$ cat config.mk
export PLATFORM = sky130hd
export DESIGN_NAME = cbp_fifo
export DESIGN_NICKNAME = d
export VERILOG_FILES = /design/src/rtl/core/cbp_fifo.sv
export SDC_FILE = /design/constraint.sdc
export NUM_CORES = 1
export LEC_CHECK = 0
export BUFFER_PORTS_ARGS = -buffer_cell sky130_fd_sc_hd__buf_2
export CAP_MARGIN = 25
export CORE_AREA = 2 2 47 49
export CTS_BUF_LIST = sky130_fd_sc_hd__clkbuf_4 sky130_fd_sc_hd__clkbuf_8 sky130_fd_sc_hd__clkbuf_16
export DETAILED_ROUTE_END_ITERATION = 8
export DIE_AREA = 0 0 49 51
export PLACE_DENSITY = 0.69
export RECOVER_POWER = 100
export SETUP_SLACK_MARGIN = 0.05
export SLEW_MARGIN = 30
export SYNTH_ARGS = -nofsm -noshare
export SYNTH_HDL_FRONTEND = slang
export SYNTH_SLANG_ARGS = --single-unit
$ cat constraint.sdc
create_clock -name clk -period 1.4 [get_ports clk]
set_input_delay 0.42 -clock clk [delete_from_list [all_inputs] [get_ports clk]]
set_output_delay 0.42 -clock clk [all_outputs]
set_load 0.005 [all_outputs]
$ cat src/rtl/core/cbp_fifo.sv
`timescale 1ns / 1ps
module cbp_fifo #(
    parameter int DW = 8
) (
    input  logic          clk,
    input  logic          rst_n,
    input  logic          push,
    input  logic [DW-1:0] din,
    output logic          full,
    input  logic          pop,
    output logic [DW-1:0] dout,
    output logic          empty
);

    logic [DW-1:0] mem [2];
    logic          wr_ptr_reg;
    logic          wr_ptr_next;
    logic          rd_ptr_reg;
    logic          rd_ptr_next;
    logic [1:0]    count_reg;
    logic [1:0]    count_next;
    logic          do_push;
    logic          do_pop;

    assign full    = (count_reg == 2'd2);
    assign empty   = (count_reg == 2'd0);
    assign do_push = push && !full;
    assign do_pop  = pop && !empty;
    assign dout    = mem[rd_ptr_reg];

    always_comb
    begin
        wr_ptr_next = wr_ptr_reg ^ do_push;
        rd_ptr_next = rd_ptr_reg ^ do_pop;
        count_next  = count_reg + {1'b0, do_push} - {1'b0, do_pop};
    end

    always_ff @(posedge clk or negedge rst_n)
    begin
        if (!rst_n)
        begin
            wr_ptr_reg <= 1'b0;
            rd_ptr_reg <= 1'b0;
            count_reg  <= 2'd0;
        end
        else
        begin
            wr_ptr_reg <= wr_ptr_next;
            rd_ptr_reg <= rd_ptr_next;
            count_reg  <= count_next;
        end
    end

    always_ff @(posedge clk)
    begin
        if (do_push)
        begin
            mem[wr_ptr_reg] <= din;
        end
    end

endmodule

==> results of run 1 <==
how the worst max path moves through the flow:
| stage | slack, ps | to |
|---|---|---|
| 6_report | -310 | dout[6] |
| 3_5_place_dp | -120 | dout[6] |
| 4_1_cts | -300 | dout[0] |
| 3_3_place_gp | -120 | dout[6] |
| 5_1_grt | -360 | dout[6] |
| 2_1_floorplan | -50 | count_reg[1] |
power groups by stage:
stage          Sequential (mW)  Combinational, mW  Clock (mW)
6_report                 0.936               1.36       0.330
5_1_grt                  0.953               1.46       0.365
4_1_cts                  0.914               1.09       0.326
3_5_place_dp             0.966              0.829           0
3_3_place_gp             0.960              0.801           0
2_1_floorplan            0.900              0.602           0
Yosys cell counts (all sizes together):
cell type | n | area, µm²
and2 | 1 | 6.260
buf | 1 | 11.26
dfrtp | 4 | 100.1
edfxtp | 16 | 480.5
ha | 4 | 50.05
inv | 4 | 15.01
mux2 | 8 | 120.1
nand2 | 1 | 3.750
nand2b | 1 | 6.260
nor2 | 1 | 3.750
o21a | 1 | 8.760
xnor2 | 2 | 17.52
xor2 | 1 | 16.27
layer usage:
layer  vias to the layer above  share of wire (%)  track usage (%)  wire (µm)
met4                         0                2.0            7.619         28
li1                        228                  -                -          -
met2                        17                 58            21.00        826
met5                         -                  0                0          0
met1                       245                 34            10.83        479
met3                         3                5.5            3.216         78
through the flow:
step	worst slack, ps	power [mW]	util [%]	cell area [µm²]	instances
2_1_floorplan	-47.87	1.502	-	862.1	45
3_3_place_gp	-121.8	1.761	49.85	1028	98
3_5_place_dp	-117.9	1.794	49.85	1028	98
4_1_cts	-295.5	2.327	55.67	1149	106
5_1_grt	-356.3	2.779	60.28	1244	108
6_report	-309.9	2.623	60.28	1244	108
repair_timing:
item,4_1_cts,5_1_grt
pin swaps,5,3
setup buffers,3,2
resized for setup,13,16
hold buffers,1,0
hold endpoints to repair,4,0
gates cloned,0,0
setup endpoints to repair,27,27
layout make-up:
class                   count  area (µm²)  area share, %
clock buffers               4       36.28          2.918
inverters                   4       15.01          1.207
multi-input cells          20       314.1          25.25
flip-flops and latches     20       583.1          46.88
well taps                  28       35.03          2.817
repair buffers             32       260.3          20.93
cells by family (layout without fill, tap and decap cells):
| group | after synthesis | count (layout) | synth area share, % |
|---|---|---|---|
| AOI/OAI and AO/OA | 1 | 1 | 1.043 |
| muxes | 8 | 8 | 14.31 |
| DFF | 20 | 20 | 69.15 |
| xor gates and xnor gates | 3 | 3 | 4.025 |
| buffers and inverters | 5 | 40 | 3.129 |
| adders and majority gates | 4 | 4 | 5.961 |
| and+or+nand+nor | 4 | 4 | 2.385 |
worst max-delay path: cells and delay by family (launching register included):
kind,cells,cell delay [ps]
flops,1,430
mux,1,300
buf+inv,2,260
==> impl_metrics.env, run 1 <==
export IMPL_pwr_share_comb_pct=51.7
export IMPL_p_sw_share_pct=29.03
export IMPL_drtAntennaViolNets=0
export IMPL_relSlewSlack_pct=80.44
export IMPL_antenna_found_initial=0
export IMPL_critPathMaxStageDelay_ps=430
export IMPL_finClkSkew_ps=4.250
export IMPL_drtPass1Iterations=2
export IMPL_fillers=177
export IMPL_diodes=0
export IMPL_cp_arrival_ps=1290
export IMPL_rr_worst_depth=6
export IMPL_ys_warnings_count=0
export IMPL_drc=0
export IMPL_reg2reg_slack_ps=-110
export IMPL_io_buffers=21
export IMPL_slowest_stage="dfrtp_2"
export IMPL_die_w_um=49
export IMPL_ioPinCount=22
export IMPL_drive_above_1_share_pct=66.25
export IMPL_hp_class="input pin to flip-flop"
export IMPL_violations="setup timing"
export IMPL_worstSetupEndpointType="output pin"
export IMPL_cts_root_buf="clkbuf_4"
export IMPL_post_route_period_util_pct=122.1
export IMPL_synth_nets=61
export IMPL_crit_chain="buf_6 -> mux2_4 -> buf_6"
export IMPL_ys_ff_latch=20
export IMPL_grt_pass1_vias=482
export IMPL_worstMarginPinSlew_ps=293.4
export IMPL_drt_iter0_markers=1
export IMPL_grt_use_total_pct=11.30
export IMPL_rows=17
export IMPL_finalSetupViolations=27
export IMPL_finalWirelength_mm=1.412
export IMPL_max_freq_mhz=584.8
export IMPL_synth_cells=45
export IMPL_via_count=493
export IMPL_hpwl_um=858.9
export IMPL_die_area_um2=2499
export IMPL_clock_path_buffers=2
export IMPL_timing_hold_ws_ps=300.3
export IMPL_peakVddDrop_uv=1236
export IMPL_post_drt_wl_per_cell_um=13.07
export IMPL_rr_endpoint="count_reg[1]"
export IMPL_min_from="din[3]"
export IMPL_cts_sinks=20
export IMPL_finalCriticalPeriod_ps=1710
export IMPL_cp_start_kind="flip-flop"
export IMPL_required_ps=980
export IMPL_vias_per_cell=4.565
export IMPL_synthToLayoutAreaGrowth_pct=48.14
export IMPL_syn_avg_cell_area_um2=18.66
export IMPL_cts_buffers=3
export IMPL_timing_hold_violations_final=0
export IMPL_p_int_mw=1.861
export IMPL_outcome="finished, violations left"
export IMPL_layout_setup_ws_ps=-309.9
export IMPL_p_leak_nw=0.5157
export IMPL_ys_seq_area_share_pct=69.15
export IMPL_core_um2=2063
export IMPL_nets=97
export IMPL_synth_area_um2=839.6
export IMPL_fp_dieH_um=51
export IMPL_clk_pin_slew_ps=110
export IMPL_reg2reg_from="count_reg[0]"
export IMPL_holdPathStages=1
export IMPL_critPathLaunch="rd_ptr_reg"
export IMPL_grt_max_degree=12
export IMPL_ys_types=13
export IMPL_final_common_cell="edfxtp_1"
export IMPL_start_util_pct=40.69
export IMPL_setup_tns_ps=-3162
export IMPL_cellPowerDensity_nw_per_um2=2109
export IMPL_place_congestion=0.5898
export IMPL_power_frac_clock_pct=12.6
export IMPL_mostFrequentLayoutCells="16 x edfxtp_1, 14 x buf_6, 8 x mux2_4, 8 x buf_2, 5 x buf_4"
export IMPL_p_switching_mw=0.7614
export IMPL_max_cap_violations=0
export IMPL_path_class="flip-flop to output pin"
export IMPL_grt_pass1_wl_mm=2.001
export IMPL_p_seq_share_pct=35.7
export IMPL_cp_common_cell="buf_6"
export IMPL_min_to="mem[0][3]"
export IMPL_rsz0062_at_grt="yes"
export IMPL_largest_reg_flops=16
export IMPL_drv_slew=0
export IMPL_cts_htree_levels=1
export IMPL_grt_overflow_total=0
export IMPL_path_max_fanout=5
export IMPL_clk_latency_ps=300
export IMPL_cts_tree="done"
Power figures use the tool's default switching activity.
==> inputs of run 2 (changes only) <==
--- a/config.mk
+++ b/config.mk
@@ -5,7 +5,7 @@
 export SDC_FILE = /design/constraint.sdc
 export NUM_CORES = 1
 export LEC_CHECK = 0
-export BUFFER_PORTS_ARGS = -buffer_cell sky130_fd_sc_hd__buf_2
+export BUFFER_PORTS_ARGS = -buffer_cell sky130_fd_sc_hd__buf_4
 export CAP_MARGIN = 25
 export CORE_AREA = 2 2 47 49
 export CTS_BUF_LIST = sky130_fd_sc_hd__clkbuf_4 sky130_fd_sc_hd__clkbuf_8 sky130_fd_sc_hd__clkbuf_16
==> impl_metrics.env, run 2 (synthesized netlist as in run 1, its figures left out) <==
export IMPL_reg2reg_from="count_reg[1]"
export IMPL_post_drt_wl_per_cell_um=11.99
export IMPL_seqCellArea_um2=581.8
export IMPL_stdcell_count=108
export IMPL_fillers=179
export IMPL_cts_root_buf="clkbuf_4"
export IMPL_hpwl_um=809.3
export IMPL_worstMarginPinSlew_ps=295.0
export IMPL_final_area_um2=1256
export IMPL_placed_area_um2=1081
export IMPL_fp_dieH_um=51
export IMPL_grt_max_degree=12
export IMPL_crit_buf_inv=2
export IMPL_wl_met1_um=513
export IMPL_die_w_um=49
export IMPL_vias_per_cell=4.444
export IMPL_drc=0
export IMPL_cts_buffers=3
export IMPL_rr_endpoint="count_reg[1]"
export IMPL_layout_setup_ws_ps=-295.8
export IMPL_clock_path_buffers=2
export IMPL_cellPowerDensity_nw_per_um2=2026
export IMPL_ioPinCount=22
export IMPL_cp_arrival_ps=1280
export IMPL_cts_sinks=20
export IMPL_drive_above_1_share_pct=65.00
export IMPL_rows=17
export IMPL_hp_class="input pin to flip-flop"
export IMPL_cp_common_cell="buf_6"
export IMPL_via_count=480
export IMPL_rsz0062_at_grt="yes"
export IMPL_cts_htree_levels=1
export IMPL_max_cap_violations=0
export IMPL_required_ps=980
export IMPL_path_max_fanout=5
export IMPL_slowest_stage="dfrtp_2"
export IMPL_grt_pass1_wl_mm=1.980
export IMPL_finalWirelength_mm=1.295
export IMPL_wl_met2_um=693
export IMPL_relSlewSlack_pct=80.32
export IMPL_finalCriticalPeriod_ps=1696
export IMPL_timing_hold_violations_final=0
export IMPL_top_layer_used="met4"
export IMPL_outcome="finished, violations left"
export IMPL_cts_tree="done"
export IMPL_reg2reg_slack_ps=-140
export IMPL_grt_pass1_vias=451
export IMPL_worstSetupEndpointType="output pin"
export IMPL_critPathMaxStageDelay_ps=430
export IMPL_nets=97
export IMPL_final_common_cell="edfxtp_1"
export IMPL_clk_pin_slew_ps=110
export IMPL_placedCellCount=98
export IMPL_synthToLayoutAreaGrowth_pct=49.63
export IMPL_finClkSkew_ps=3.929
export IMPL_finalSetupViolations=27
export IMPL_peakVddDrop_uv=1053
export IMPL_antenna_found_initial=0
export IMPL_holdPathStages=1
export IMPL_drv_slew=0
export IMPL_core_um2=2063
export IMPL_clk_latency_ps=290
export IMPL_min_to="mem[0][1]"
export IMPL_io_buffers=21
export IMPL_crit_family="flip-flops"
export IMPL_multiInputGateArea_um2=314.1
export IMPL_largest_reg_flops=16
export IMPL_p_leak_nw=0.5197
export IMPL_grt_use_total_pct=11.35
export IMPL_die_area_um2=2499
export IMPL_path_class="flip-flop to output pin"
export IMPL_mostFrequentLayoutCells="16 x edfxtp_1, 14 x buf_6, 9 x clkbuf_4, 8 x mux2_4, 8 x buf_4"
export IMPL_min_from="din[1]"
export IMPL_place_congestion=0.6509
export IMPL_wl_met3_um=53
export IMPL_cp_start_kind="flip-flop"
export IMPL_rr_worst_depth=6
export IMPL_max_freq_mhz=589.7
export IMPL_grt_overflow_total=0
export IMPL_start_util_pct=40.69
export IMPL_crit_chain="buf_6 -> mux2_4 -> buf_6"
export IMPL_drtPass1Iterations=4
export IMPL_post_route_period_util_pct=121.1
export IMPL_drt_iter0_markers=8
export IMPL_diodes=0
export IMPL_violations="setup timing"
export IMPL_drtAntennaViolNets=0
[run 2: changes by cell type in the layout (fill, tap and decap cells not counted), sizes merged]
cell and delta:
clkinv +1, clkbuf +4, buf -5
[run 2: worst max path at each step]
| stage | from | endpoint | depth (start not counted) |
|---|---|---|---|
| final | rd_ptr_reg | dout[5] | 3 |
| after global routing | rd_ptr_reg | dout[5] | 3 |
| after CTS | rd_ptr_reg | dout[0] | 3 |
| after detailed placement | rd_ptr_reg | dout[3] | 2 |
| after global placement | rd_ptr_reg | dout[0] | 2 |
| after floorplan | count_reg[0] | count_reg[1] | 6 |
[run 2: layout make-up]
class	instances	share of cell area (%)
Inverter	4	1.195
Multi-Input combinational cell	20	25.00
Sequential cell	20	46.31
Clock buffer	3	1.793
Clock inverter	1	0.2988
Tap cell	28	2.789
Timing Repair Buffer	32	22.61
[run 2: through the flow]
stage | utilization [%] | hold WS [ps] | setup WS (ps) | total power, mW | setup TNS (ps)
global placement | 52.40 | 222.6 | -133.7 | 1.848 | -1504
floorplan | - | 124.4 | -47.87 | 1.502 | -47.87
global route | 60.89 | 305.1 | -334.6 | 2.712 | -5112
detailed placement | 52.40 | 224.1 | -139.6 | 1.877 | -1614
finish | 60.89 | 326.3 | -295.8 | 2.545 | -3514
CTS | 59.31 | 295.2 | -294.5 | 2.448 | -2580
[run 2: what timing repair did]
action	in CTS	in global routing
pin swaps	4	3
endpoints found under the hold margin	4	0
gates cloned	0	0
setup buffers	4	1
hold buffers	1	0
gates resized for setup	23	7
setup endpoints to repair	27	27
[run 2: worst register-to-register path, delay by kind of cell (launching register included)]
kind | cells | cell delay (ps)
xor+xnor | 2 | 250
fa+ha+maj | 2 | 410
flops | 1 | 490
buf+inv | 1 | 40
compound gates | 1 | 250
[run 2: report_power, final]
group	total, mW	leakage [nW]	internal (mW)	switching [mW]
Sequential	0.941	0.194	0.834	0.107
Combinational	1.34	0.310	0.871	0.466
Clock	0.268	0.0154	0.104	0.164
[run 2: routing by layer]
metal	GRT usage, %	vias to the layer above
met5	0	-
met4	8.571	0
met3	2.632	5
met2	20.09	17
met1	11.75	232
li1	-	226
