===== src/rtl/core/cbp_pkg.sv =====
`timescale 1ns / 1ps
package cbp_pkg;

    localparam int COORD_BITS_DEF = 32;
    localparam int POS_W          = 32;
    localparam int CFG_W          = 23;
    localparam int NEAR_W         = 17;
    localparam int RAD_W          = 23;
    localparam int PIX_W          = 12;
    localparam int MAG_W          = 24;
    localparam int SQ_W           = 48;

    localparam logic [CFG_W-1:0]  RST_UNIT_RADIUS = 23'd19661;
    localparam logic [CFG_W-1:0]  RST_HALF_SIZE   = 23'd26214;
    localparam logic [CFG_W-1:0]  RST_SHOVE       = 23'd5243;
    localparam logic [NEAR_W-1:0] RST_NEAR_ZERO   = 17'd66;

    typedef enum logic [1:0] {
        CONTACT_NONE  = 2'd0,
        CONTACT_SHOVE = 2'd1,
        CONTACT_EDGE  = 2'd2,
        CONTACT_TOUCH = 2'd3
    } contact_t;

    typedef enum logic [1:0] {
        CFG_UNIT_RADIUS = 2'd0,
        CFG_HALF_SIZE   = 2'd1,
        CFG_SHOVE       = 2'd2,
        CFG_NEAR_ZERO   = 2'd3
    } cfg_idx_t;

    typedef struct packed {
        logic             mode;
        logic [POS_W-1:0] px;
        logic [POS_W-1:0] py;
        logic [RAD_W-1:0] size;
    } item_t;

    typedef struct packed {
        logic [CFG_W-1:0]  shove;
        logic [NEAR_W-1:0] near_zero;
    } cfg_back_t;

    typedef struct packed {
        logic [POS_W-1:0] ux;
        logic [POS_W-1:0] uy;
        contact_t         contact;
    } res_t;

endpackage


===== src/rtl/core/cbp_front.sv =====
`timescale 1ns / 1ps
module cbp_front import cbp_pkg::*; (
    input  logic             clk,
    input  logic             rst_n,
    input  logic             cfg_we,
    input  logic [1:0]       cfg_index,
    input  logic [CFG_W-1:0] cfg_data,
    input  logic             mode,
    input  logic [POS_W-1:0] pos_x,
    input  logic [POS_W-1:0] pos_y,
    input  logic [PIX_W-1:0] radius_pixels,
    input  logic             radius_given,
    output item_t            item,
    output cfg_back_t        cfg_out
);

    logic [CFG_W-1:0]  unit_radius_reg;
    logic [CFG_W-1:0]  half_size_reg;
    logic [CFG_W-1:0]  shove_reg;
    logic [NEAR_W-1:0] near_zero_reg;

    always_ff @(posedge clk or negedge rst_n)
    begin
        if (!rst_n)
        begin
            unit_radius_reg <= RST_UNIT_RADIUS;
            half_size_reg   <= RST_HALF_SIZE;
            shove_reg       <= RST_SHOVE;
            near_zero_reg   <= RST_NEAR_ZERO;
        end
        else if (cfg_we)
        begin
            unique case (cfg_idx_t'(cfg_index))
                CFG_UNIT_RADIUS: unit_radius_reg <= cfg_data;
                CFG_HALF_SIZE:   half_size_reg   <= cfg_data;
                CFG_SHOVE:       shove_reg       <= cfg_data;
                CFG_NEAR_ZERO:   near_zero_reg   <= cfg_data[NEAR_W-1:0];
                default:         shove_reg       <= shove_reg;
            endcase
        end
    end

    // A pixel radius becomes Q16.16 tiles by a shift of ten.
    always_comb
    begin
        item.mode = mode;
        item.px   = pos_x;
        item.py   = pos_y;
        if (radius_given)
        begin
            item.size = {1'b0, radius_pixels, 10'b0};
        end
        else
        begin
            item.size = mode ? half_size_reg : unit_radius_reg;
        end
        cfg_out.shove     = shove_reg;
        cfg_out.near_zero = near_zero_reg;
    end

endmodule


===== config.mk =====
export PLATFORM = sky130hd
export DESIGN_NAME = cbp_front
export DESIGN_NICKNAME = d
export VERILOG_FILES = /design/src/rtl/core/cbp_pkg.sv /design/src/rtl/core/cbp_front.sv
export SDC_FILE = /design/constraint.sdc
export NUM_CORES = 1
export LEC_CHECK = 0
export ABC_AREA = 1
export CAP_MARGIN = 5
export CORE_AREA = 5 5 104 145
export CTS_BUF_LIST = sky130_fd_sc_hd__clkbuf_16
export CTS_CLUSTER_SIZE = 24
export DETAILED_ROUTE_END_ITERATION = 6
export DIE_AREA = 0 0 109 150
export DONT_BUFFER_PORTS = 1
export PLACE_DENSITY = 0.5
export SKIP_CTS_REPAIR_TIMING = 1
export SLEW_MARGIN = 10
export SYNTH_ARGS = -nofsm -noshare
export SYNTH_HDL_FRONTEND = slang
export SYNTH_SLANG_ARGS = --single-unit

===== constraint.sdc =====
create_clock -name clk -period 0.9 [get_ports clk]
set_input_delay 0.045 -clock clk [delete_from_list [all_inputs] [get_ports clk]]
set_output_delay 0.045 -clock clk [all_outputs]
set_load 0.05 [all_outputs]

==> out/metrics.csv, run 1 <==
stage,metric,value,unit
clock_network,cts_sinks,86,
floorplan,die_w,109,um
clock_network,clock_path_buffers,2,
route,routedWlPerCell,18.4,um
power,ir_drop,0.982,mV
synth,avgSynthCellArea,8.14,sq um
synth,synth.net_count,681,
route,drt_iter0_markers,131,
worst_setup_path,path_class,flop to output port,
worst_setup_path,cpLargestDelayFamily,flip-flops,
status,violations,"hold timing, setup timing",
worst_setup_path,end_kind,output port,
synth,synth_top_area_share,0.321,
worst_setup_path,cp-start-kind,flop,
synth,synth_edf_count,0,
clock_network,h-tree-depth,3,
floorplan,num_rows,51,
placed_design,gp_congestion,0.766,
synth,yosys.area.top_type,dfrtp_1,
worst_setup_path,worst-path-max-fanout,2,
route,totalWireLength,14300,um
timing,finalSetupViolCount,63,
finish,diodes,0,
synth,yosysMostFrequentCell,nand2_1,
clock_network,cts_buffers,9,
power,power,12.8,mW
clock_network,clkTransAtPathRegs,60,ps
global_route,grt_pass1_wl,21300,um
status,status,finished with violations,
synth,synthTopCellsByArea,"dfrtp_1 (32%), nand2_1 (18%), dfstp_2 (15%), buf_4 (11%), nand4_1 (8.4%)",
synth,seq_area_frac_synth,0.467,
global_route,grt_pass1_vias,3805,
global_route,antenna_found_initial,0,
synth,postSynthCellCount,575,
synth,ys_warn_count,0,
global_route,grt_usage,0.172,
finish,drive_above_1_share,0.260,
finish,nets,693,
worst_setup_path,worstPathArrival,1250,ps
synth,synthesis.area,4680,sq um
job,cap_violations,0,
synth,synth.distinct_cells,18,
clock_network,tritoncts,done,
timing,fmax,770,MHz
floorplan,io_pins,234,
route,drtPass1Iterations,4,
route,ant_nets,0,
min_path,worstHoldPathType,primary input to async pin,
worst_setup_path,worst_r2r_startpoint,near_zero_reg[6]$_DFFE_PN1P_,
timing,finalSetupTns,-10350,ps
floorplan,die_h,150,um
timing,grt_setup_unrepaired,yes,
finish,area_growth_syn_to_layout,26.0,%
worst_setup_path,cp.required,850,ps
timing,clock-skew-final,0,ps
timing,final_max_slew_viol_count,0,
synth,netlist_top_cells_count,"nand2_1 (220), buf_4 (71), nand4_1 (63)",
clock_network,clockRootBuffer,clkbuf_16,
worst_setup_path,startpoint,unit_radius_reg[0]$_DFFE_PN1P_,
placed_design,portBuffers,0,
timing,finalCritPeriodShare,1.44,
floorplan,core_area,13700,sq um
placed_design,pre_cts_ws,-49.3,ps
synth,synth-seq-cells,86,
floorplan,start_util,0.341,
global_route,grt-ovfl-total,0,
timing,hold_viol,167,
worst_setup_path,crit_chain,"o21ai_0, nor2_4, buf_12",
floorplan,die_area,16400,sq um
route,viasPerCell,4.93,
timing,slew_headroom,0.784,
worst_setup_path,cpMaxStageDelayCell,dfstp_2,
route,vias,3832,
worst_setup_path,slowest_delay,530,ps
synth,async_reset_ff_frac,1.00,
timing,finalCriticalPeriod,1300,ps
timing,whs,-596,ps
timing,fin_ws,-398,ps
synth,ys.flop_type,dfrtp_1,
global_route,grt_start_max_net_pins,91,
clock_network,insertion_delay,340,ps
timing,worst_pin_slew,320,ps
worst_setup_path,cp_num_buf_inv,1,
power,leakage,2.90,nW
route,drc,0,
power,power_density,2160,nW/um^2
placed_design,place_hpwl,9250,um
==> logic make-up after synthesis <==
kind of cell / Yosys count / synth area share
buffers and inverters: 133 / 0.189
AO/OA/AOI/OAI: 11 / 0.0118
flip-flops: 86 / 0.467
AND/OR/NAND/NOR: 345 / 0.332
==> final timing paths <==
path	slack [ps]	depth (start not counted)	end
worst max register to register	130	2	near_zero_reg[6]$_DFFE_PN1P_
worst min-delay path	-600	0	near_zero_reg[12]$_DFFE_PN0P_
worst min register to register	460	2	unit_radius_reg[11]$_DFFE_PN1P_
max in group asynchronous	1240	0	half_size_reg[1]$_DFFE_PN1P_
worst max-delay path	-400	3	item[0]
min in group clk	-170	2	half_size_reg[14]$_DFFE_PN1P_
==> placed cells by master, fill, tap and decap left out, types with 2 or more instances in the layout <==
cell type      count
nand3_4            2
buf_6             31
clkinv_2           2
nand2_2            9
nor2_1            10
nand2_1          207
inv_1             26
dfstp_2           26
clkbuf_16         11
nor2_2             5
dlygate4sd3_1     28
nand3_2            2
nand2_4            5
o21ai_1            3
dfrtp_1           60
buf_12            25
buf_8              5
buf_4             17
o21ai_0            7
inv_2              2
nand3_1           34
nor2_4             7
nand4_1           63
==> power breakdown <==
group          switching [mW]  leakage, nW  internal (mW)
clock network            1.51        0.153           2.19
logic                    2.43         1.73           1.57
registers               0.428         1.02           4.62
total                    4.36         2.90           8.39
==> area by class of cell <==
type | count | area [sq um]
Multi-Input combinational cell | 356 | 1740
Clock inverter | 5 | 30.0
Inverter | 28 | 108
Sequential cell | 86 | 2180
Clock buffer | 11 | 275
Fill cell | 1375 | 7820
Tap cell | 185 | 231
Timing Repair Buffer | 106 | 1330
==> per-layer routing <==
metal	up-vias	wire, um	GRT usage	share of wire
met5	-	0	0	0
met3	70	885	0.0324	0.062
met4	0	882	0.129	0.062
li1	1809	-	-	-
met1	1830	5740	0.198	0.40
met2	123	6820	0.280	0.48
==> metrics by stage <==
stage	utilization	area [sq um]	hold slack (ps)	instances
floorplan	-	4770	-251	575
global placement	0.370	5080	-248	727
detailed placement	0.370	5080	-249	727
CTS	0.392	5380	-614	743
global route	0.430	5900	-615	777
finish	0.430	5900	-596	777
Note: power is estimated with default switching activity, not from simulation.
==> run 2, diff against run 1 <==
- PLACE_DENSITY: 0.5 -> 0.48
==> out/metrics.csv, run 2 (synthesized netlist as in run 1, its figures left out) <==
stage,metric,value,unit,change
timing,worst_pin_slew,329,ps,+8.42 ps
status,violations,"hold timing, setup timing",,
power,leakage,2.95,nW,+1.6%
power,power_density,2180,nW/um^2,+0.78%
worst_setup_path,worst_r2r_startpoint,near_zero_reg[15]$_DFFE_PN0P_,,
route,viasPerCell,4.89,,-0.82%
job,cap_violations,0,,unchanged
clock_network,clock_path_buffers,2,,unchanged
power,ir_drop,1.02,mV,+4.3%
route,totalWireLength,14300,um,-0.22%
timing,final_max_slew_viol_count,0,,unchanged
floorplan,start_util,0.341,,unchanged
worst_setup_path,end_kind,output port,,
route,ant_nets,0,,unchanged
timing,fin_ws,-382,ps,+15.8 ps
worst_setup_path,startpoint,unit_radius_reg[7]$_DFFE_PN1P_,,
finish,diodes,0,,unchanged
timing,finalCritPeriodShare,1.42,,-0.0175
timing,finalSetupViolCount,63,,unchanged
timing,finalCriticalPeriod,1280,ps,-15.8 ps
timing,grt_setup_unrepaired,yes,,
placed_design,dp_cells,727,,unchanged
min_path,worstHoldPathType,primary input to async pin,,
floorplan,io_pins,234,,unchanged
clock_network,clockRootBuffer,clkbuf_16,,
worst_setup_path,cp-endpoint,item[7],,
worst_setup_path,worst-path-max-fanout,2,,unchanged
worst_setup_path,worst-r2r-cell-count,3,,+1
route,routedWlPerCell,18.3,um,-0.73%
clock_network,h-tree-depth,3,,unchanged
timing,fmax,780,MHz,+1.2%
clock_network,clkTransAtPathRegs,70,ps,about the same
timing,clock-skew-final,0,ps,unchanged
global_route,grt_pass1_wl,21300,um,+0.16%
status,status,finished with violations,,
finish,area_growth_syn_to_layout,28.0,%,
floorplan,die_area,16400,sq um,unchanged
floorplan,core_area,13700,sq um,unchanged
floorplan,die_w,109,um,unchanged
timing,whs,-607,ps,-11.2 ps
global_route,antenna_found_initial,0,,unchanged
clock_network,cts_sinks,86,,unchanged
worst_setup_path,worstPathArrival,1240,ps,about the same
finish,final_common_cell,nand2_1,,
route,vias,3820,,-0.31%
worst_setup_path,path_class,flop to output port,,
route,drt_iter0_markers,202,,+54%
clock_network,cts_buffers,9,,unchanged
clock_network,tritoncts,done,,
timing,hold_viol,171,,+2.4%
worst_setup_path,cp.required,850,ps,about the same
power,power,13.1,mW,+2.4%
worst_setup_path,r2r_slack,130,ps,about the same
timing,finalSetupTns,-10150,ps,+205 ps
worst_setup_path,cp-start-kind,flop,,
floorplan,num_rows,51,,unchanged
finish,drive_above_1_share,0.317,,+0.0570
placed_design,gp_congestion,0.747,,-2.5%
placed_design,portBuffers,0,,unchanged
global_route,grt-ovfl-total,0,,unchanged
route,drtPass1Iterations,4,,unchanged
clock_network,insertion_delay,340,ps,about the same
finish,nets,697,,+0.58%
timing,slew_headroom,0.781,,-0.00355
global_route,grt_usage,0.174,,+0.00158
worst_setup_path,reg2reg_to,near_zero_reg[15]$_DFFE_PN0P_,,
finish,layout_common_cells,"nand2_1 (202), nand4_1 (63), dfrtp_1 (60), buf_6 (35), dfstp_2 (26)",,
route,drc,0,,unchanged
finish,fin_cells,781,,+0.51%
placed_design,place_hpwl,9200,um,-0.54%
floorplan,die_h,150,um,unchanged
global_route,grt_start_max_net_pins,91,,unchanged
global_route,grt_pass1_vias,3681,,-3.3%
-- run 2: worst max-delay path: stages (launching register included) --
cell and delay, ps:
dfstp_2 530, o21ai_1 90, nor2_4 140, buf_12 140
-- run 2: metrics by stage --
step	utilization	setup slack (ps)	cell area, sq um
CTS	0.390	-442	5350
floorplan	-	-156	4770
global placement	0.367	-34.9	5040
global route	0.437	-434	5990
finish	0.437	-382	5990
detailed placement	0.367	-49.0	5040
-- run 2: final cells by class --
cell class                      count  area [sq um]
Fill cell                        1383          7730
Sequential cell                    86          2180
Multi-Input combinational cell    356          1820
Timing Repair Buffer              110          1340
Tap cell                          185           231
Clock buffer                        9           225
Inverter                           28           108
Clock inverter                      7          82.6
-- run 2: how the worst min path moves through the flow --
stage / depth (start not counted) / startpoint / endpoint
finish: 0 / rst_n / shove_reg[13]$_DFFE_PN0P_
global route: 0 / rst_n / shove_reg[13]$_DFFE_PN0P_
CTS: 0 / rst_n / near_zero_reg[10]$_DFFE_PN0P_
detailed placement: 0 / rst_n / near_zero_reg[9]$_DFFE_PN0P_
global placement: 0 / rst_n / near_zero_reg[9]$_DFFE_PN0P_
floorplan: 0 / rst_n / half_size_reg[0]$_DFFE_PN0P_
-- run 2: report_power, final --
group | switching (mW) | internal [mW]
registers | 0.435 | 4.62
logic | 2.47 | 1.63
clock network | 1.68 | 2.21
-- run 2: metal layers --
metal	global-route usage	vias up	wire length, um
met2	0.283	113	7260
met1	0.201	1833	5770
met4	0.103	0	481
met3	0.0488	51	787
met5	0	-	0
li1	-	1823	-
==> run 3, diff against run 2 <==
- ABC_AREA: 1 -> unset
- CORE_AREA: 5 5 104 145 -> 5 5 99 138
- DIE_AREA: 0 0 109 150 -> 0 0 104 143
==> out/metrics.csv, run 3 <==
stage,metric,value,unit,change
worst_setup_path,cpMaxStageDelayCell,dfstp_2,,
worst_setup_path,slowest_delay,550,ps,+20 ps
placed_design,dp_cells,451,,-38%
route,routedWlPerCell,18.8,um,+2.7%
worst_setup_path,cp.required,850,ps,about the same
clock_network,clockRootBuffer,clkbuf_16,,
route,drc,0,,unchanged
floorplan,num_rows,48,,-5.9%
worst_setup_path,cp-start-kind,flop,,
power,leakage,2.59,nW,-12%
synth,async_reset_ff_frac,1.00,,unchanged
floorplan,start_util,0.340,,-0.000921
worst_setup_path,reg2reg_to,near_zero_reg[7]$_DFFE_PN0P_,,
worst_setup_path,r2r_slack,0,ps,-130 ps
worst_setup_path,worst-r2r-cell-count,2,,-1
placed_design,place_hpwl,5990,um,-35%
finish,fillCellCount,1072,,-22%
synth,synth_edf_count,0,,unchanged
floorplan,die_area,14900,sq um,-9.0%
floorplan,die_w,104,um,-4.6%
finish,layout_common_cells,"mux2_4 (53), mux2_2 (32), buf_6 (32), dfrtp_1 (30), dfrtp_2 (30)",,
min_path,worstHoldPathType,primary input to async pin,,
route,totalWireLength,9380,um,-34%
timing,whs,-592,ps,+15.1 ps
clock_network,cts_buffers,9,,unchanged
finish,diodes,0,,unchanged
clock_network,cts_sinks,86,,unchanged
synth,yosys.area.top_type,dfrtp_1,,
finish,area_growth_syn_to_layout,43.8,%,
power,ir_drop,1.23,mV,+20%
timing,finalSetupTns,-10390,ps,-243 ps
finish,post-route-util,0.489,,+0.0523
route,drtPass1Iterations,4,,unchanged
worst_setup_path,worstPathArrival,1270,ps,+30 ps
synth,netlist_top_cells_count,"mux2_2 (85), buf_4 (68), dfrtp_1 (60)",,
finish,fin_cells,499,,-36%
global_route,grt_pass1_vias,2485,,-32%
synth,ys.flop_type,dfrtp_1,,
clock_network,insertion_delay,330,ps,about the same
synth,synthTopCellsByArea,"dfrtp_1 (36%), mux2_2 (23%), dfstp_2 (16%), buf_4 (12%), mux2i_1 (5.5%)",,
floorplan,io_pins,234,,unchanged
timing,final_max_slew_viol_count,0,,unchanged
status,violations,"hold timing, setup timing",,
clock_network,clkTransAtPathRegs,60,ps,about the same
synth,postSynthCellCount,313,,-46%
synth,synth-seq-cells,86,,unchanged
route,ant_nets,0,,unchanged
global_route,antenna_found_initial,0,,unchanged
route,viasPerCell,4.93,,+0.83%
global_route,grtUsageMet3,0.0629,,+0.0141
global_route,grt_start_max_net_pins,87,,-4.4%
global_route,grt_usage,0.121,,-0.0529
timing,finalSetupViolCount,64,,+1.6%
timing,clock-skew-final,0,ps,unchanged
global_route,grt-ovfl-total,0,,unchanged
global_route,top_usage_layer,met2,,
finish,drive_above_1_share,0.794,,+0.477
status,status,finished with violations,,
worst_setup_path,worst_r2r_startpoint,near_zero_reg[7]$_DFFE_PN0P_,,
power,power_density,2410,nW/um^2,+11%
synth,avgSynthCellArea,13.3,sq um,+64%
floorplan,die_h,143,um,-4.7%
placed_design,portBuffers,0,,unchanged
clock_network,clock_path_buffers,2,,unchanged
floorplan,core_area,12300,sq um,-11%
worst_setup_path,worst-path-max-fanout,2,,unchanged
worst_setup_path,crit_chain,"mux2i_4, o21ai_4, buf_12",,
finish,nets,450,,-35%
timing,worst_pin_slew,343,ps,+14.0 ps
finish,final_common_cell,mux2_4,,
finish,stdcell_area,5990,sq um,unchanged
synth,seq_area_frac_synth,0.524,,+0.0574
timing,fin_ws,-415,ps,-32.5 ps
timing,slew_headroom,0.771,,-0.00966
placed_design,dpl_cell_area,5050,sq um,+0.12%
placed_design,gp_congestion,0.637,,-15%
timing,grt_setup_unrepaired,yes,,
clock_network,tritoncts,done,,
synth,synthesis.area,4170,sq um,-11%
synth,synth.distinct_cells,15,,-3
global_route,grt_use_met2,0.185,,-0.0981
clock_network,h-tree-depth,3,,unchanged
global_route,grtUsageMet1,0.146,,-0.0553
worst_setup_path,end_kind,output port,,
synth,ys_warn_count,0,,unchanged
job,cap_violations,0,,unchanged
worst_setup_path,path_class,flop to output port,,
synth,synth.net_count,419,,-38%
timing,finalCritPeriodShare,1.46,,+0.0361
timing,fmax,761,MHz,-2.5%
route,vias,2461,,-36%
synth,synth_top_area_share,0.360,,+0.0394
global_route,grt_pass1_wl,14200,um,-33%
route,drt_iter0_markers,44,,-78%
timing,finalCriticalPeriod,1310,ps,+32.5 ps
timing,hold_viol,86,,-50%
power,power,14.5,mW,+11%
synth,yosysMostFrequentCell,mux2_2,,
==> run 3: cell types whose count changed in the layout (fill, tap and decap cells not counted), moves of 23 or more <==
cell	delta
nand2_1	-190
mux2_2	+32
dfrtp_2	+30
nand3_1	-23
nand4_1	-63
dfrtp_1	-30
mux2_4	+53
==> run 3: metrics by stage <==
| step | setup slack [ps] | hold WS [ps] |
|---|---|---|
| after global routing | -453 | -612 |
| after CTS | -437 | -611 |
| final | -415 | -592 |
| after global placement | -93.3 | -248 |
| after floorplan | -69.7 | -251 |
| after detailed placement | -101 | -248 |
==> run 3: how the worst max path moves through the flow <==
| stage | start | endpoint | slack, ps | cells past startpoint |
|---|---|---|---|---|
| finish | half_size_reg[14]$_DFFE_PN1P_ | item[14] | -410 | 3 |
| global placement | cfg_index[0] | unit_radius_reg[20]$_DFFE_PN0P_ | -90 | 3 |
| detailed placement | cfg_index[0] | unit_radius_reg[12]$_DFFE_PN0P_ | -100 | 3 |
| floorplan | half_size_reg[10]$_DFFE_PN1P_ | item[10] | -70 | 2 |
| CTS | unit_radius_reg[11]$_DFFE_PN1P_ | item[11] | -440 | 3 |
| global route | half_size_reg[13]$_DFFE_PN1P_ | item[13] | -450 | 3 |
==> run 3: worst max-delay path, delay by kind of cell, from the launching register on <==
family                 cells  cell delay [ps]
DFF                        1              550
muxes                      1               80
AOI/OAI and AO/OA          1              160
buffers and inverters      1              150
==> run 3: area by class of cell <==
| type | instances | area, sq um | area share |
|---|---|---|---|
| flip-flops and latches | 86 | 2220 | 0.371 |
| multi-input cells | 148 | 1950 | 0.325 |
| repair buffers | 99 | 1320 | 0.221 |
| clock buffers | 9 | 225 | 0.0376 |
| well taps | 150 | 188 | 0.0313 |
| clock inverters | 7 | 81.3 | 0.0136 |
==> run 3: power by group <==
part           internal (mW)  switching [mW]  total, mW
combinational           2.61            2.62       5.22
clock                   2.39            1.45       3.84
sequential              4.82           0.571       5.40
total                   9.82            4.64       14.5
==> run 3: per-layer routing <==
metal	wire length, um	vias up	share of wire
met1	3770	1260	0.40
met4	131	0	0.014
met5	0	-	0
met2	4670	120	0.50
li1	-	1070	-
met3	807	11	0.086
==> run 3: logic make-up after synthesis <==
kind of cell / share of synthesized area
muxes: 0.288
buffers and inverters: 0.141
and+or+nand+nor: 0.0330
AOI/OAI and AO/OA: 0.0144
DFF: 0.524
